File: src/rtl/float_to_decimal_text_assert.svh
// Assertion macros used by the top block of the float to text converter.
`ifndef FLOAT_TO_DECIMAL_TEXT_ASSERT_SVH
`define FLOAT_TO_DECIMAL_TEXT_ASSERT_SVH

// Same-cycle implication, checked outside reset.
`define F2D_ASSERT_IMP(label, clk, rst, ante, cons, msg) \
  label: assert property (@(posedge clk) disable iff (rst) (ante) |-> (cons)) \
    else $error(msg);

// Next-cycle implication, checked outside reset.
`define F2D_ASSERT_NXT(label, clk, rst, ante, cons, msg) \
  label: assert property (@(posedge clk) disable iff (rst) (ante) |=> (cons)) \
    else $error(msg);

`endif

File: src/rtl/f2d_pkg.sv
package f2d_pkg;

  // Text limits.
  localparam int TEXT_BUFFER_LEN = 15;
  localparam int MAX_CHARS       = 14;
  localparam int MAX_FRAC_DIGITS = 7;
  localparam int INT_DIGITS      = 10;
  localparam int BUF_ROOM        = (TEXT_BUFFER_LEN - 1 < MAX_CHARS) ?
                                   (TEXT_BUFFER_LEN - 1) : MAX_CHARS;
  localparam int REG_PLACES      = 4;

  // Biased exponent thresholds.
  localparam logic [7:0] EXP_BIAS_M1   = 8'd126;
  localparam logic [7:0] EXP_BIAS      = 8'd127;
  localparam logic [7:0] EXP_NO_FRAC   = 8'd150;
  localparam logic [7:0] EXP_TOO_LARGE = 8'd158;
  localparam logic [7:0] EXP_TOO_SMALL = 8'd104;

  // ASCII characters.
  localparam logic [7:0] CHAR_ZERO  = 8'h30;
  localparam logic [7:0] CHAR_DOT   = 8'h2E;
  localparam logic [7:0] CHAR_MINUS = 8'h2D;

  typedef enum logic [1:0] {
    STATUS_OK        = 2'd0,
    STATUS_TOO_LARGE = 2'd1,
    STATUS_TOO_SMALL = 2'd2
  } status_t;

  // Fields pulled from the float pattern when a conversion starts.
  typedef struct packed {
    logic        neg;
    status_t     status;
    logic [4:0]  iters;
    logic [23:0] mant;
    logic [23:0] frac;
  } decode_t;

  // Commands from the sequencer to the datapath.
  typedef struct packed {
    logic       load;
    logic       dabble;
    logic       frac_step;
    logic [3:0] int_sel;
    logic [2:0] frac_sel;
  } dp_ctl_t;

  // Results from the datapath back to the sequencer.
  typedef struct packed {
    logic [3:0] ndig;
    logic [2:0] keep;
    logic       frac_zero;
    logic [3:0] int_digit;
    logic [3:0] frac_digit;
  } dp_stat_t;

  // Characters of the error text.
  function automatic logic [7:0] err_char(input logic [2:0] pos);
    logic [7:0] c;
    case (pos)
      3'd0: c = 8'h66;
      3'd1: c = 8'h74;
      3'd2: c = 8'h6F;
      3'd3: c = 8'h61;
      3'd4: c = 8'h20;
      3'd5: c = 8'h45;
      default: c = 8'h52;
    endcase
    return c;
  endfunction

  // Classify the pattern, and split the significand into its integer bit
  // count and a 24-bit binary fraction.
  function automatic decode_t decode(input logic [31:0] bits);
    decode_t     d;
    logic [7:0]  expf;
    logic [5:0]  sh;
    logic [47:0] wide;
    expf     = bits[30:23];
    d.mant   = {1'b1, bits[22:0]};
    d.neg    = 1'b0;
    d.status = STATUS_OK;
    d.iters  = '0;
    d.frac   = '0;
    sh       = '0;
    wide     = '0;
    if (bits[30:0] == 31'd0) begin
      // Both zeros fall through as an empty integer and empty fraction.
      d.status = STATUS_OK;
    end else if (expf >= EXP_TOO_LARGE) begin
      d.status = STATUS_TOO_LARGE;
    end else if (expf < EXP_TOO_SMALL) begin
      d.status = STATUS_TOO_SMALL;
    end else begin
      d.neg = bits[31];
      if (expf >= EXP_BIAS) begin
        d.iters = 5'(expf - EXP_BIAS_M1);
      end
      if (expf < EXP_NO_FRAC) begin
        sh     = 6'(EXP_NO_FRAC - expf);
        wide   = {d.mant, 24'd0} >> sh;
        d.frac = wide[23:0];
      end
    end
    return d;
  endfunction

endpackage

File: src/rtl/f2d_datapath.sv
module f2d_datapath (
  input  logic               clk,
  input  f2d_pkg::dp_ctl_t   ctl,
  input  f2d_pkg::decode_t   dec,
  output f2d_pkg::dp_stat_t  stat
);

  logic [30:0]      src;
  logic [9:0][3:0]  bcd;
  logic [9:0][3:0]  bcd_adj;
  logic [23:0]      frac;
  logic             frac_zero;
  logic [2:0]       keep;
  logic [3:0]       fdig [f2d_pkg::MAX_FRAC_DIGITS];
  logic [27:0]      prod;
  logic [3:0]       ndig;

  // Double-dabble correction: each BCD digit of five or more gets three added.
  always_comb begin
    for (int i = 0; i < f2d_pkg::INT_DIGITS; i++) begin
      bcd_adj[i] = (bcd[i] >= 4'd5) ? (bcd[i] + 4'd3) : bcd[i];
    end
  end

  // Fraction times ten: the carry out above bit 23 is the next decimal digit.
  assign prod = {1'b0, frac, 3'd0} + {3'd0, frac, 1'd0};

  // Count of significant integer digits, at least one.
  always_comb begin
    ndig = 4'd1;
    for (int i = 1; i < f2d_pkg::INT_DIGITS; i++) begin
      if (bcd[i] != 4'd0) begin
        ndig = 4'(i + 1);
      end
    end
  end

  // Shared iteration registers.
  // A 31-bit integer never reaches the top bit of the tenth digit, so the
  // shift drops it.
  always_ff @(posedge clk) begin
    if (ctl.load) begin
      src       <= {dec.mant, 7'd0};
      bcd       <= '0;
      frac      <= dec.frac;
      frac_zero <= (dec.frac == 24'd0);
      keep      <= '0;
    end else if (ctl.dabble) begin
      bcd <= {bcd_adj[9][2:0], bcd_adj[8:0], src[30]};
      src <= {src[29:0], 1'b0};
    end else if (ctl.frac_step) begin
      frac                <= prod[23:0];
      fdig[ctl.frac_sel]  <= prod[27:24];
      if (prod[27:24] != 4'd0) begin
        keep <= ctl.frac_sel + 3'd1;
      end
    end
  end

  assign stat.ndig       = ndig;
  assign stat.keep       = keep;
  assign stat.frac_zero  = frac_zero;
  assign stat.int_digit  = bcd[ctl.int_sel];
  assign stat.frac_digit = fdig[ctl.frac_sel];

endmodule

File: src/rtl/float_to_decimal_text.sv
// Float to decimal text converter. A start beat, taken when busy is low,
// hands over one IEEE single pattern; the block then sends its decimal text
// one ASCII character per cycle on out_char, each marked by a one-cycle
// char_valid strobe, with last_char on the final character and the same
// conv_status on every character. The receiver cannot stall: every strobed
// character must be taken in its cycle. A conversion walks its integer bits
// (0 to 31) through the double-dabble unit one bit per cycle, sets the
// fraction digit budget, makes its fractional digits (0 to 7) in the
// times-ten unit one digit per cycle, then sends the text; out-of-range
// values send an error text. busy stays high from the start beat until
// the last character is sent. The user must write frac_places through
// cfg_wr_en and cfg_wr_data only while idle; the block does not enforce it.
`include "float_to_decimal_text_assert.svh"

module float_to_decimal_text (
  input  logic        clk,
  input  logic        rst,
  input  logic        start,
  input  logic [31:0] float_bits,
  output logic        busy,
  input  logic        cfg_wr_en,
  input  logic [2:0]  cfg_wr_data,
  output logic        char_valid,
  output logic [7:0]  out_char,
  output logic        last_char,
  output logic [1:0]  conv_status
);

  typedef enum logic [3:0] {
    S_IDLE,
    S_INT,
    S_PREP,
    S_FRAC,
    S_SIGN,
    S_IDIG,
    S_DOT,
    S_FDIG,
    S_ERR
  } state_t;

  localparam logic [4:0] BufRoom   = 5'(f2d_pkg::BUF_ROOM);
  localparam logic [2:0] MaxFrac   = 3'(f2d_pkg::MAX_FRAC_DIGITS);

  state_t             state;
  logic [4:0]         idx;
  logic [2:0]         frac_places;
  logic               neg;
  logic [3:0]         ndig;
  logic [2:0]         lim;

  f2d_pkg::decode_t   dec;
  f2d_pkg::dp_ctl_t   ctl;
  f2d_pkg::dp_stat_t  stat;

  logic [4:0]         nb;
  logic [4:0]         room;
  logic [2:0]         lim_c;
  logic [2:0]         fcount;

  assign dec  = f2d_pkg::decode(float_bits);
  assign busy = (state != S_IDLE);

  // Datapath commands.
  always_comb begin
    ctl.load      = (state == S_IDLE) && start;
    ctl.dabble    = (state == S_INT);
    ctl.frac_step = (state == S_FRAC);
    ctl.int_sel   = idx[3:0];
    ctl.frac_sel  = idx[2:0];
  end

  f2d_datapath u_dp (
    .clk  (clk),
    .ctl  (ctl),
    .dec  (dec),
    .stat (stat)
  );

  // Fraction digit budget: room left after sign, integer digits and point, capped by MAX_FRAC_DIGITS and frac_places.
  always_comb begin
    nb    = 5'({4'd0, neg}) + {1'b0, stat.ndig} + 5'd1;
    room  = (nb >= BufRoom) ? 5'd0 : (BufRoom - nb);
    lim_c = (room > {2'd0, MaxFrac}) ? MaxFrac : room[2:0];
    if (lim_c > frac_places) begin
      lim_c = frac_places;
    end
  end

  // Fraction digits sent, after trailing zeros are dropped.
  always_comb begin
    if (stat.frac_zero) begin
      fcount = 3'd1;
    end else if (lim == 3'd0) begin
      fcount = 3'd0;
    end else if (stat.keep == 3'd0) begin
      fcount = 3'd1;
    end else begin
      fcount = stat.keep;
    end
  end

  // Sequencer and registered character output.
  always_ff @(posedge clk) begin
    if (rst) begin
      state       <= S_IDLE;
      idx         <= '0;
      frac_places <= 3'(f2d_pkg::REG_PLACES);
      char_valid  <= 1'b0;
      last_char   <= 1'b0;
    end else begin
      char_valid <= 1'b0;
      last_char  <= 1'b0;
      if (cfg_wr_en) begin
        frac_places <= cfg_wr_data;
      end
      case (state)
        S_IDLE: begin
          if (start) begin
            neg         <= dec.neg;
            conv_status <= dec.status;
            if (dec.status != f2d_pkg::STATUS_OK) begin
              state <= S_ERR;
              idx   <= '0;
            end else if (dec.iters == 5'd0) begin
              state <= S_PREP;
            end else begin
              state <= S_INT;
              idx   <= dec.iters;
            end
          end
        end
        S_INT: begin
          idx <= idx - 5'd1;
          if (idx == 5'd1) begin
            state <= S_PREP;
          end
        end
        S_PREP: begin
          ndig <= stat.ndig;
          lim  <= lim_c;
          if (!stat.frac_zero && (lim_c != 3'd0)) begin
            state <= S_FRAC;
            idx   <= '0;
          end else begin
            state <= neg ? S_SIGN : S_IDIG;
            idx   <= {1'b0, stat.ndig - 4'd1};
          end
        end
        S_FRAC: begin
          if (idx[2:0] == lim - 3'd1) begin
            state <= neg ? S_SIGN : S_IDIG;
            idx   <= {1'b0, ndig - 4'd1};
          end else begin
            idx <= idx + 5'd1;
          end
        end
        S_SIGN: begin
          char_valid <= 1'b1;
          out_char   <= f2d_pkg::CHAR_MINUS;
          state      <= S_IDIG;
          idx        <= {1'b0, ndig - 4'd1};
        end
        S_IDIG: begin
          char_valid <= 1'b1;
          out_char   <= f2d_pkg::CHAR_ZERO + {4'd0, stat.int_digit};
          if (idx == 5'd0) begin
            state <= S_DOT;
          end else begin
            idx <= idx - 5'd1;
          end
        end
        S_DOT: begin
          char_valid <= 1'b1;
          out_char   <= f2d_pkg::CHAR_DOT;
          if (fcount == 3'd0) begin
            last_char <= 1'b1;
            state     <= S_IDLE;
          end else begin
            state <= S_FDIG;
            idx   <= '0;
          end
        end
        S_FDIG: begin
          char_valid <= 1'b1;
          out_char   <= stat.frac_zero ? f2d_pkg::CHAR_ZERO :
                        (f2d_pkg::CHAR_ZERO + {4'd0, stat.frac_digit});
          if (idx[2:0] == fcount - 3'd1) begin
            last_char <= 1'b1;
            state     <= S_IDLE;
          end else begin
            idx <= idx + 5'd1;
          end
        end
        S_ERR: begin
          char_valid <= 1'b1;
          out_char   <= f2d_pkg::err_char(idx[2:0]);
          if (idx[2:0] == 3'd7) begin
            last_char <= 1'b1;
            state     <= S_IDLE;
          end else begin
            idx <= idx + 5'd1;
          end
        end
        default: begin
          state <= S_IDLE;
        end
      endcase
    end
  end

  // Checks on the sequencer and the result stream.
  `F2D_ASSERT_IMP(a_last_has_valid, clk, rst, last_char, char_valid, "last_char without strobe")
  `F2D_ASSERT_IMP(a_busy_mid_text, clk, rst, char_valid && !last_char, busy, "idle mid-text")
  `F2D_ASSERT_NXT(a_start_busy, clk, rst, start && !busy, busy, "accepted start left block idle")
  `F2D_ASSERT_IMP(a_status_code, clk, rst, char_valid, conv_status == f2d_pkg::STATUS_OK || conv_status == f2d_pkg::STATUS_TOO_LARGE || conv_status == f2d_pkg::STATUS_TOO_SMALL, "bad status")

endmodule
File: config.mk
export PLATFORM = sky130hd
export DESIGN_NAME = float_to_decimal_text
export DESIGN_NICKNAME = d
export VERILOG_FILES = /design/src/rtl/f2d_pkg.sv /design/src/rtl/f2d_datapath.sv /design/src/rtl/float_to_decimal_text.sv
export VERILOG_INCLUDE_DIRS = /design/src /design/src/rtl
export SDC_FILE = /design/constraint.sdc
export NUM_CORES = 1
export LEC_CHECK = 0
export BUFFER_PORTS_ARGS = -buffer_cell sky130_fd_sc_hd__buf_4
export CAP_MARGIN = 20
export CORE_ASPECT_RATIO = 1.1
export CORE_MARGIN = 2
export CORE_UTILIZATION = 63
export CTS_CLUSTER_SIZE = 10
export DETAILED_ROUTE_END_ITERATION = 6
export PLACE_DENSITY = 0.81
export SLEW_MARGIN = 10
export SYNTH_ARGS = -nofsm -noshare
export SYNTH_HDL_FRONTEND = slang
export SYNTH_HIERARCHICAL = 1
export SYNTH_SLANG_ARGS = --single-unit
File: constraint.sdc
create_clock -name clk -period 6.4 [get_ports clk]
set_input_delay 0.96 -clock clk [delete_from_list [all_inputs] [get_ports clk]]
set_output_delay 0.96 -clock clk [all_outputs]
set_load 0.01 [all_outputs]
# After elaboration in Yosys (flattened, before gate mapping)
# Memories as Yosys holds them, arrays and structs flattened. A register that Yosys moved wholly into a read port is not among the register bits.
# Index checks and enable logic that the tools add are counted.
dict set report word_totals {
  elab_cells 218
  regBits 124
  romBits 0
  in_bits 39
  memories 1
  latchBits 0
  ramBits 28
}
# name words width rd rd_ports_with_merged_regs wr line
set memory_table {}
lappend memory_table {u_dp.fdig 7 4 1 1 1 f2d_datapath.sv:14} ;# logic [3:0] fdig [f2d_pkg::MAX_FRAC_DIGITS];
dict set report op_classes {
  multipliers 0
  shift 1
  div_mod_pow 0
  n_reduce_logical 38
  order_cmp 18
  add_sub_neg 25
  n_bitwise 2
  n_eq_ne 29
  muxes 79
}
# cell count
set ops {}
lappend ops {{24-bit two-way mux} 7}
lappend ops {{4-bit two-way mux} 21}
lappend ops {{5-bit two-way mux} 13}
lappend ops {{30-bit two-way mux} 2}
lappend ops {{48-bit by 6-bit >> shifter with 24-bit output} 1}
lappend ops {{5-bit case mux with 9 select lines} 1}
lappend ops {{4-bit nonzero test} 11}
lappend ops {{3-bit two-way mux} 14}
lappend ops {{7-bit case mux with 6 select lines} 1}
lappend ops {{4-bit by 3-bit >= comparator with 1-bit output (second input constant)} 10}
lappend ops {{8-bit case mux with 5 select lines} 1}
lappend ops {{4-bit by 2-bit adder with 4-bit output (second input constant)} 9}
lappend ops {{4-bit case mux with 9 select lines} 1}
lappend ops {{31-bit logical NOT} 1}
lappend ops {{27-bit by 25-bit adder with 28-bit output} 1}
lappend ops {{24-bit logical NOT} 1}
lappend ops {{4-bit binary-select mux with 4-bit select} 1}
lappend ops {{4-bit by 3-bit == test with 1-bit output (second input constant)} 4}
lappend ops {{2-bit inequality test (second input constant)} 8}
lappend ops {{6-bit by 4-bit adder with 7-bit output (first input constant)} 2}
lappend ops {{3-bit logical NOT} 4}
lappend ops {{2-bit two-way mux} 6}
lappend ops {{5-bit by 1-bit adder with 5-bit output (second input constant)} 2}
lappend ops {{5-bit logical NOT} 2}
lappend ops {{44 further kinds} 68}

# Logic depth before layout (Yosys ltp)
dict set report depth {
  word_depth 24
  mapped_depth 25
  ltp_nobuf 25
}

# Cells and area by module
# The synthesis kept the hierarchy.
# mod area_per_inst_um2 cells_per_inst n_inst seq_area_each_um2
set by_module_without_submodules {}
lappend by_module_without_submodules {f2d_datapath 7075.5 703 1 3173.0}
lappend by_module_without_submodules {float_to_decimal_text 4464.3 592 1 790.8}

# Worst setup path after synthesis
# Ideal clock, no wire load.
dict set report synth_timing {
  kind {reg2reg}
  start {register u_dp/bcd[4] (netlist bit)}
  end {register idx[3]}
  setup_time_ns 0.096
  stages_incl_launch_ff 25
  setup_slack_ns 1.762
  arrival_ns 4.543
  t_required_ns 6.304
  synth_period_minus_slack_ns 4.638
  path_cell_list {dfxtp_1 inv_1 ha_1 nor3b_1 nand3b_1 a31oi_1 nor2_1 o21ai_0 a21boi_0 inv_1 ha_1 inv_1 ha_1 ha_1 inv_1 o311a_1 o21ai_0 nand2b_1 ha_1 a31oi_1 o21ai_0 or3_1 a31oi_1 a311oi_1 o41ai_2}
}
# element line
set synth_rtl {}
lappend synth_rtl {{start: declaration} f2d_datapath.sv:9} ;# logic [9:0][3:0] bcd;
lappend synth_rtl {{start signal: assignment} f2d_datapath.sv:49} ;# bcd <= {bcd_adj[9][2:0], bcd_adj[8:0], src[30]};
lappend synth_rtl {{end signal: assignment} float_to_decimal_text.sv:128} ;# idx <= dec.iters;
lappend synth_rtl {{end signal: assignment} float_to_decimal_text.sv:133} ;# idx <= idx - 5'd1;
lappend synth_rtl {{end signal: assignment} float_to_decimal_text.sv:146} ;# idx <= {1'b0, stat.ndig - 4'd1};
lappend synth_rtl {{end: declaration} float_to_decimal_text.sv:45} ;# logic [4:0] idx;

==> qor.json <==
{
  "placement": {
    "dp_hpwl_um": 19400,
    "gp_routability_congestion": 0.913,
    "numPortBuffers": 50,
    "placed_cell_area_mm2": 0.0120
  },
  "pwr": {
    "seq_power_share_pct": 31.7,
    "power.ir.vdd_worst_mv": 0.282,
    "power_density_mw_per_mm2": 418,
    "p_leak_nw": 4.74,
    "relative_contribution_of_combinational_cells_to_total_power_pct": 49.3,
    "clockPowerShare_pct": 19.0,
    "switchingPower_mw": 2.20,
    "cellInternalPower_mw": 3.07,
    "switching_share_pct": 41.8,
    "totalPowerFinal_mw": 5.27
  },
  "floorplan": {
    "io_pins": 52,
    "die_width_um": 133,
    "initial_util_pct": 64.8,
    "fp.dieH_um": 146,
    "std_cell_rows": 51,
    "fp.dieArea_mm2": 0.0194,
    "placeableCoreArea_mm2": 0.0178
  },
  "logic_synthesis": {
    "ys.warnings.count": 6,
    "postSynthCellCount": 1294,
    "mappedNetlistNets": 1401,
    "post_synthesis_instance_area_mm2": 0.0115,
    "syn_area_per_cell_um2": 8.92
  },
  "outcome": {
    "run_status": "finished clean"
  },
  "cells_and_area": {
    "final_layout_size_suffix_gt1_share_pct": 13.8,
    "final_cell_area_mm2": 0.0126,
    "total_number_of_nets_in_the_final_design": 1410,
    "layout-area-overhead-vs-synth_pct": 9.35,
    "antenna-diode-count": 0
  },
  "worst_setup_path": {
    "cp.required_ps": 6730,
    "critical_path_class": "reg -> reg",
    "crit_fanout": 6,
    "critPathLaunchType": "flop",
    "critical_path_arrival_ps": 5740,
    "endpoint_kind": "flop"
  },
  "clock_network": {
    "clock_tree_from_tritoncts": "done",
    "cts_max_level": 4,
    "cts.hold.buffers_added": 0,
    "cts.sinks": 151,
    "cts_setup_buffers": 0,
    "clock_tree.buffer_depth": 2,
    "cts-resized-gates": 0,
    "clk_pin_slew_worst_paths_ps": 70,
    "numCtsBuffers": 17,
    "cts_root_buffer": "clkbuf_16",
    "clk_latency_ps": 430
  },
  "timing": {
    "timing.clock.skew_ps": 9.50,
    "rsz_0062_raised_after_global_routing": "false",
    "report.final.setup_viol": 0,
    "timing.setup.tns_ps": 0,
    "final.min_clock_period_ps": 5400,
    "fmaxAchievable_mhz": 185,
    "worst_pin_slew_ps": 890,
    "drv_slew": 0,
    "worst_slew_margin_relative_to_its_limit_pct": 40.1,
    "min_period_over_period_pct": 84.4,
    "hold_violation_total_from_the_final_report": 0
  },
  "global_route": {
    "vias_in_the_first_global_route": 9326,
    "gr-usage-all-layers_pct": 28.2,
    "gr-total-overflow": 0,
    "grt_antenna_before_repair": 0,
    "grt_pass1_wl_um": 45000,
    "grt_max_degree": 72
  },
  "routing": {
    "detail-route-antenna-nets": 0,
    "detailedRoute.firstPassIterationCount": 6,
    "final_routed_wire_length_divided_by_cell_count_um": 17.3,
    "route.detailed.vias_per_inst": 6.27,
    "drt_drc_violations_left": 0,
    "routed-via-count": 9747,
    "final_routed_wirelength_across_all_metal_layers_um": 26900,
    "drt_iter0_drc": 830
  },
  "run": {
    "timing.max_cap.violations": 0
  },
  "hold_path": {
    "min_path_type": "reg -> reg"
  }
}
## power by group through the flow
stage	Sequential (mW)	Combinational, mW	Clock, mW
2_1_floorplan	1.59	2.10	0
3_3_place_gp	1.68	2.50	0
6_report	1.67	2.60	1.00
5_1_grt	1.70	2.88	1.05
4_1_cts	1.67	2.56	1.01
3_5_place_dp	1.69	2.55	0
## layout make-up
type                       instances  area [µm²]
fill                            1314        5190
clock inverter                    15         161
clock buffer                      17         425
tap                              238         298
multi-input combinational       1009        7050
sequential                       151        3970
inverter                          60         225
timing repair buffer              64         492
## path summary, 6_finish.rpt
kind / from / endpoint / slack [ps] / cells after the start
max reg2reg: u_dp/bcd[4] / idx[3] / 1000 / 24
max: u_dp/bcd[4] / idx[3] / 1000 / 24
min: idx[1] / idx[1] / 490 / 2
min reg2reg: idx[1] / idx[1] / 490 / 2
## stage by stage
step / hold slack (ps) / std cells / worst slack (ps) / util, %
after global placement: 464 / 1520 / 1190 / 67.4
after global routing: 510 / 1554 / 424 / 70.9
after floorplan: 457 / 1294 / 1760 / -
after detailed placement: 485 / 1520 / 1020 / 67.4
after CTS: 496 / 1552 / 973 / 70.7
final: 493 / 1554 / 997 / 70.9
## placed cells by master, fill, tap and decap left out, drive strengths merged, types with 10 or more instances in the layout
master  instances
a211oi         13
a21oi         100
a31oi          14
and2           12
buf            64
clkbuf         17
dfxtp          57
edfxtp         94
ha             67
inv            67
mux2           39
mux2i          56
mux4           21
nand2         136
nand2b         23
nand3          46
nand3b         10
nor2          125
nor3           29
nor4           15
o21ai         101
o22ai          14
xnor2          31
xor2           33
## critical path, cell delays in order (launching register included)
cell	delay (ps)
dfxtp_1	390
inv_1	90
ha_1	240
nor3b_1	160
nand3b_1	160
a31oi_1	160
nor2_1	60
o21ai_0	140
a21boi_0	180
inv_1	190
ha_1	210
inv_1	50
ha_1	320
ha_1	260
inv_1	80
o311a_1	380
o21ai_0	160
nand2b_1	90
ha_1	280
a31oi_1	200
o21ai_0	190
or3_1	330
a31oi_1	460
a311oi_1	220
o41ai_2	330
## layer usage
metal  track usage [%]  wire length [µm]
met4              11.2               697
met1              36.1             11700
met2              48.3             13300
met5                 0                 0
met3              4.04              1190
## flip-flops by register name (all words and copies together), names as in the netlist
signal	count
u_dp/bcd	40
u_dp/fdig	28
u_dp/frac	24
u_dp/src	24
out_char	7
idx	5
ndig	4
state	4
frac_places	3
lim	3
u_dp/keep	3
conv_status	2
char_valid	1
last_char	1
neg	1
u_dp/frac_zero	1
(Power assumes the default switching activity.)
